==> config.mk <==
export PLATFORM = sky130hd
export DESIGN_NAME = tams_front
export DESIGN_NICKNAME = d
export VERILOG_FILES = /design/src/rtl/tams_pkg.sv /design/src/rtl/tams_front.sv
export SDC_FILE = /design/constraint.sdc
export NUM_CORES = 2
export LEC_CHECK = 0
export ABC_CLOCK_PERIOD_IN_PS = 24500
export BUFFER_PORTS_ARGS = -buffer_cell sky130_fd_sc_hd__buf_2
export CAP_MARGIN = 25
export CORE_MARGIN = 10
export CORE_UTILIZATION = 55
export DETAILED_ROUTE_END_ITERATION = 10
export PLACE_DENSITY = 0.73
export SYNTH_ARGS = -nofsm -noshare
export SYNTH_HDL_FRONTEND = slang
export SYNTH_SLANG_ARGS = --single-unit
==> constraint.sdc <==
create_clock -name clk -period 24.5 [get_ports clk]
set_input_delay 0 -clock clk [delete_from_list [all_inputs] [get_ports clk]]
set_output_delay 0 -clock clk [all_outputs]
set_load 0.005 [all_outputs]
==> src/rtl/tams_pkg.sv <==
// Package for the three-axis statistics block: shared widths and the
// record passed from the accumulator front to the statistics back end.
// No dependencies.
`timescale 1ns / 1ps
`default_nettype none
package tams_pkg;
  localparam int SUM_BITS = 33;
  localparam int SQ_BITS  = 47;

  // One closed window as handed from front to back.
  typedef struct packed {
    logic [2:0][SUM_BITS-1:0] sum;
    logic [2:0][SQ_BITS-1:0]  sq;
    logic [19:0]              count;
    logic                     ovf;
  } window_t;
endpackage
`default_nettype wire

==> src/rtl/tams_front.sv <==
// Accumulator front end: counts samples and keeps per-axis sums.
// Depends on tams_pkg.
`timescale 1ns / 1ps
`default_nettype none
module tams_front #(
  parameter int MAX_SAMPLES = 65535,
  parameter int SAMPLE_BITS = 16
) (
  input  wire logic               clk,
  input  wire logic               rst,
  input  wire logic               in_valid,
  output logic                    in_stall,
  input  wire logic signed [15:0] ax,
  input  wire logic signed [15:0] ay,
  input  wire logic signed [15:0] az,
  input  wire logic               last,
  output logic                    win_valid,
  input  wire logic               win_stall,
  output tams_pkg::window_t       win
);
  localparam int SB = tams_pkg::SUM_BITS;
  localparam int QB = tams_pkg::SQ_BITS;

  logic [2:0][SB-1:0] sum;
  logic [2:0][QB-1:0] sq;
  logic [19:0]        count;
  logic               ovf;
  logic               take;
  logic               room;
  logic [2:0][SAMPLE_BITS-1:0] smp;

  // The low SAMPLE_BITS bits of each input form the two's complement sample.
  assign smp      = {SAMPLE_BITS'($unsigned(az)), SAMPLE_BITS'($unsigned(ay)),
                     SAMPLE_BITS'($unsigned(ax))};
  // The closed-window register must be free before a last sample is taken.
  assign in_stall = win_valid && win_stall;
  assign take     = in_valid && !in_stall;
  assign room     = count < 20'(MAX_SAMPLES);

  // Accumulate, and on the last sample hand the finished window over.
  always_ff @(posedge clk) begin
    logic [2:0][SB-1:0] s_n;
    logic [2:0][QB-1:0] q_n;
    logic signed [SAMPLE_BITS-1:0] v;
    logic [SAMPLE_BITS-1:0] m;
    logic [2*SAMPLE_BITS-1:0] m2;
    for (int a = 0; a < 3; a++) begin
      v = smp[a];
      m = v[SAMPLE_BITS-1] ? SAMPLE_BITS'(-v) : SAMPLE_BITS'(v);
      m2 = {{SAMPLE_BITS{1'b0}}, m} * {{SAMPLE_BITS{1'b0}}, m};
      s_n[a] = room ? sum[a] + SB'(v) : sum[a];
      q_n[a] = room ? sq[a] + QB'(m2) : sq[a];
    end
    if (rst) begin
      sum <= '0; sq <= '0; count <= '0; ovf <= 1'b0; win_valid <= 1'b0;
    end else begin
      if (take && last) win_valid <= 1'b1;
      else if (win_valid && !win_stall) win_valid <= 1'b0;
      if (take) begin
        if (last) begin
          win.sum   <= s_n;
          win.sq    <= q_n;
          win.count <= room ? count + 20'd1 : count;
          win.ovf   <= ovf || !room;
          sum <= '0; sq <= '0; count <= '0; ovf <= 1'b0;
        end else begin
          sum <= s_n; sq <= q_n;
          if (room) count <= count + 20'd1;
          else ovf <= 1'b1;
        end
      end
    end
  end

  // Counter never passes the window limit.
  a_cnt: assert property (@(posedge clk) disable iff (rst) count <= 20'(MAX_SAMPLES))
    else $error("count past limit");
  // A held window stays put while stalled.
  a_hold: assert property (@(posedge clk) disable iff (rst)
    win_valid && win_stall |=> win_valid && $stable(win)) else $error("window lost");
  // Overflow only once the window is full.
  a_ovf: assert property (@(posedge clk) disable iff (rst)
    $rose(ovf) |-> $past(count) == 20'(MAX_SAMPLES)) else $error("early overflow");
endmodule
`default_nettype wire

* Word-level counts from Yosys, hierarchy flattened
Cells that the tools add are included.
** Word-level totals
- Memories :: 0
- Word-level logic and storage cells :: 61
- Latch bits :: 0
- Bits of input ports :: 53
- Memory bits (read-only) :: 0
- Register bits after elaboration :: 523
- Memory bits (writable) :: 0
** Cells by class
- Reduce and logical (&&, ||, !) cells :: 11
- Multiply operators :: 3
- Bitwise gates (word level) :: 1
- Muxes and demuxes :: 17
- Equal/unequal tests :: 1
- Magnitude comparators :: 1
- Shift operators :: 0
- Divide/modulo/power cells :: 0
- Add/sub/neg operators :: 10
** Operator list (number)
- 47-bit by 32-bit adder with 47-bit output :: 3
- 141-bit two-way mux :: 1
- 47-bit two-way mux :: 3
- 33-bit adder :: 3
- 33-bit two-way mux :: 3
- 99-bit two-way mux :: 1
- 16-bit by 16-bit multiplier with 32-bit output :: 3
- 16-bit two-way mux :: 3
- 16-bit negator :: 3
- 20-bit two-way mux :: 2
- 20-bit by 1-bit adder with 20-bit output, second input constant :: 1
- 20-bit by 16-bit less-than comparator with 1-bit output, second input constant :: 1
- 1-bit logical AND :: 4
- 1-bit two-way mux :: 4
- 1-bit logical NOT :: 3
- 3-bit AND reduction :: 1
- 2-bit inequality test, second input constant :: 1
- 2-bit AND reduction :: 1
- 2-bit nonzero test :: 1
- 1-bit logical OR :: 1
- 1-bit NOT :: 1

* Depth between registers and ports, before layout
- Depth after elaboration :: 6
- Mapped depth :: 34
- Depth with buffers taken out :: 32

* Worst setup path after synthesis
No wires, ideal clock.
- Path type :: register -> register
- From :: register win_valid
- To :: register win[0] (netlist name) (enable)
- Required time :: 23.298 ns
- Cell stages (with the launch flop) :: 6
- Setup time :: 1.202 ns
- Arrival time :: 18.563 ns
- Buffers on the path :: 2
- Setup slack :: 4.736 ns
- Period minus slack after synthesis :: 19.764 ns
- Cells stage by stage :: dfxtp_1 nand2_1 nand2_1 clkbuf_1 clkbuf_1 nor3_1
** Between the ends
- Cells in the longest elaborated chain, start to end :: 4
** Ends and longest elaborated chain
- start: declaration :: RTL line tams_front.sv:17 : output logic win_valid,
- start signal: assignment :: RTL line tams_front.sv:55 : sum <= '0; sq <= '0; count <= '0; ovf <= 1'b0; win_valid <= 1'b0;
- start signal: assignment :: RTL line tams_front.sv:57 : if (take && last) win_valid <= 1'b1;
- start signal: assignment :: RTL line tams_front.sv:58 : else if (win_valid && !win_stall) win_valid <= 1'b0;
- 1-bit logical AND :: RTL line tams_front.sv:36 : assign in_stall = win_valid && win_stall;
- 1-bit logical NOT :: RTL line tams_front.sv:37 : assign take = in_valid && !in_stall;
- 1-bit logical AND :: RTL line tams_front.sv:37
- 3-bit AND reduction (no source line)
- end: declaration :: RTL line tams_front.sv:19 : output tams_pkg::window_t win
No other way between the ends.
A chain may end at the register's enable or synchronous reset.

* Worst setup path in the final report
- From :: input az[2]
- To :: register win[158] (netlist name) (data pin)
** Between the ends
- Cells in the longest elaborated chain, start to end :: 5
** Ends and longest elaborated chain
- start: declaration :: RTL line tams_front.sv:15 : input wire logic signed [15:0] az,
- 16-bit negator :: RTL line tams_front.sv:49 : m = v[SAMPLE_BITS-1] ? SAMPLE_BITS'(-v) : SAMPLE_BITS'(v);
- 16-bit two-way mux * :: RTL line tams_front.sv:49
- 16-bit by 16-bit multiplier with 32-bit output * :: RTL line tams_front.sv:50 : m2 = {{SAMPLE_BITS{1'b0}}, m} * {{SAMPLE_BITS{1'b0}}, m};
- 47-bit by 32-bit adder with 47-bit output * :: RTL line tams_front.sv:52 : q_n[a] = room ? sq[a] + QB'(m2) : sq[a];
- 47-bit two-way mux * :: RTL line tams_front.sv:52
Mark *: on every way between the ends. The rest lies on a longest branch, timed or not.

==> flow_metrics.env <==
export IMPL_finalSetupTns_ns=0
export IMPL_initial_utilization=0.556
export IMPL_timing_slew_headroom=0.264
export IMPL_crit_path_start="az[2]"
export IMPL_skew_ns=0.0166
export IMPL_netlist_area_um2=50200
export IMPL_period_share=0.385
export IMPL_detailed_place_hpwl_um=106000
export IMPL_synth_edff_count=261
export IMPL_avgSynthCellArea_um2=8.97
export IMPL_hold_path_class="in -> reg"
export IMPL_hp_start="az[4]"
export IMPL_seq_area_frac_synth=0.261
export IMPL_cap_violations=0
export IMPL_final_hold_viol_count=0
export IMPL_synthFlopType="dfxtp_1"
export IMPL_syn_inst=5595
export IMPL_via_count=39800
export IMPL_ys_types=92
export IMPL_antenna_found_initial=2
export IMPL_cts_setup_buffers=0
export IMPL_drc=0
export IMPL_n_antenna_cell=0
export IMPL_wl_um=138000
export IMPL_fillerInstances=7738
export IMPL_dp_cells=6964
export IMPL_ys_ff_latch=523
export IMPL_layoutNonFillerInstCount=7096
export IMPL_overflow=0
export IMPL_regArea_um2=13100
export IMPL_cts_root_buf="clkbuf_16"
export IMPL_cts_sinks=523
export IMPL_utilization=0.613
export IMPL_grt_pass1_wl_um=221000
export IMPL_cts_tree="built"
export IMPL_grt_pass1_vias=40600
export IMPL_die_h_um=322
export IMPL_final_antenna_net_count=0
export IMPL_crit_required_ns=24.91
export IMPL_cts_buffers=61
export IMPL_setup_violations=0
export IMPL_fmax_mhz=106
export IMPL_crit_arrival_ns=9.85
export IMPL_async_flop_share=0
export IMPL_htreeDepth=2
export IMPL_core_area_um2=90300
export IMPL_first_pass_iters=7
export IMPL_final_layout_size_suffix_gt1_frac=0.0860
export IMPL_die_area_um2=104000
export IMPL_start_kind="primary input"
export IMPL_cts_resized=0
export IMPL_rsz0062_at_grt="false"
export IMPL_insertion_delay_ns=0.69
export IMPL_drt_iter0_drc=3329
export IMPL_viasPerCell=5.61
export IMPL_crit_type="in -> reg"
export IMPL_worst_pin_slew_ns=1.10
export IMPL_post_drt_wl_per_cell_um=19.4
export IMPL_r2r_start="sq[104]"
export IMPL_port_buffers=315
export IMPL_routabilityCongestion=0.930
export IMPL_grt_usage=0.268
export IMPL_ys_warn_count=0
export IMPL_status="finished, final reports clean"
export IMPL_clockBufferDepth=3
export IMPL_clk_pin_slew_ns=0.06
export IMPL_holdWs_ns=0.0600
export IMPL_die_w_um=322
export IMPL_area_delta_synth_final_pct=10.2
export IMPL_nets=6918
export IMPL_slew_violations=0
export IMPL_period_minus_slack_ns=9.44
export IMPL_grt_max_degree=124
export IMPL_rows=110
export IMPL_multi_input_area_um2=32400
export IMPL_worstSetupEndpointType="flip-flop"
export IMPL_io_pins=316
export IMPL_worstPathMaxFanout=13
## flip-flops by register name, summed over array words and instances (netlist names)
register,count
ovf,1
win_valid,1
sum,99
count,20
sq,141
win,261
## through the flow
step / instance area (um2) / setup WS [ns]
2_1_floorplan: 50300 / 4.74
3_3_place_gp: 53000 / 15.20
3_5_place_dp: 53100 / 14.98
4_1_cts: 55300 / 15.26
5_1_grt: 55300 / 14.54
6_report: 55300 / 15.06
## worst max-delay path, cell delays in order
cell           delay (ns)
dlygate4sd3_1        0.54
buf_2                0.15
or4_1                0.44
nor2_1               0.22
nand2_1              0.10
o41ai_1              0.30
xor2_1               0.90
clkinv_1             0.67
nand2_1              0.31
fa_1                 0.47
fa_1                 0.51
fa_1                 0.51
inv_1                0.06
fa_1                 0.49
fa_1                 0.49
inv_1                0.05
fa_1                 0.47
inv_1                0.04
ha_1                 0.33
and3_1               0.18
a41o_1               0.24
a221oi_1             0.71
nand3_1              0.40
a31oi_1              0.43
o21ai_1              0.18
a21oi_2              0.35
nor4b_1              0.15
xor2_1               0.16
## cells in the mapped netlist, types with 11 or more instances
cell / count / area, um2
ha_1: 418 / 5230
and2_1: 48 / 300
o31ai_1: 20 / 150
o21ai_1: 14 / 70.1
a211oi_1: 13 / 97.6
a31oi_1: 34 / 213
clkbuf_1: 181 / 679
inv_1: 1069 / 4010
nand2_1: 667 / 2500
and3_1: 29 / 181
fa_1: 579 / 11600
o21a_1: 22 / 165
nand2b_1: 21 / 131
nor3_1: 43 / 215
dfxtp_1: 262 / 5250
o21bai_1: 36 / 270
a21oi_1: 207 / 1040
clkinv_1: 26 / 97.6
o211ai_1: 11 / 82.6
or4_1: 11 / 82.6
edfxtp_1: 261 / 7840
nor2_1: 422 / 1580
nand4_1: 40 / 250
or3_1: 22 / 138
o21ai_0: 350 / 1750
a22oi_1: 109 / 818
xor2_1: 134 / 1170
nand3_1: 73 / 365
xnor2_1: 151 / 1320
a21o_1: 120 / 901
nor2b_1: 26 / 163
## area by class of cell
cell class	instances	area share
multi-input cells	3806	0.586
flip-flops and latches	523	0.237
inverters	1099	0.0746
repair buffers	377	0.0387
clock buffers	78	0.0295
well taps	1176	0.0266
clock inverters	37	0.00780
## path summary, 6_finish.rpt
kind | endpoint | slack, ns | cells after the start
setup / recovery | win[158] | 15.06 | 28
setup reg to reg | win[158] | 18.28 | 19
hold reg to reg | win[18] | 0.46 | 0
hold / removal | win[232] | 0.06 | 4
## layer usage
metal  track usage  wire length [um]  vias to the layer above
met5             0                 0                        -
met4        0.0994              5130                        0
met3        0.0615             12100                      270
met2         0.427             63100                     1450
met1         0.355             57700                    19400
li1              -                 -                    18600
## kinds of logic after synthesis
group / count (synthesis) / share of synthesized area
xor+xnor: 285 / 0.0497
compound gates: 1050 / 0.133
simple gates: 1435 / 0.123
buf+inv: 1294 / 0.0970
other cells: 2 / 0.000150
fa+ha+maj: 997 / 0.335
flops: 523 / 0.261
mux: 9 / 0.00182
## repair_timing
action / CTS / global route
setup endpoints to repair: 0 / 0
hold buffers: 15 / 0
hold endpoints to repair: 90 / 0
## placed cells by master, fill, tap and decap left out, types with 26 or more instances in the layout
cell type / instances
buf_4: 42
clkinv_1: 32
o21ai_0: 350
dfxtp_1: 262
edfxtp_1: 261
ha_1: 418
nor2_1: 421
and2_1: 48
xnor2_1: 151
a21oi_1: 207
nand2_1: 662
inv_1: 1069
buf_2: 314
nand3_1: 73
and3_1: 29
clkbuf_16: 61
a21o_1: 120
a31oi_1: 34
o21bai_1: 36
a22oi_1: 109
conb_1: 30
fa_1: 579
nand4_1: 40
xor2_1: 134
nor3_1: 42
nor2b_1: 26
Power is not shown: default switching activity piles up to over one toggle a cycle in this logic, so the estimate is an artifact.
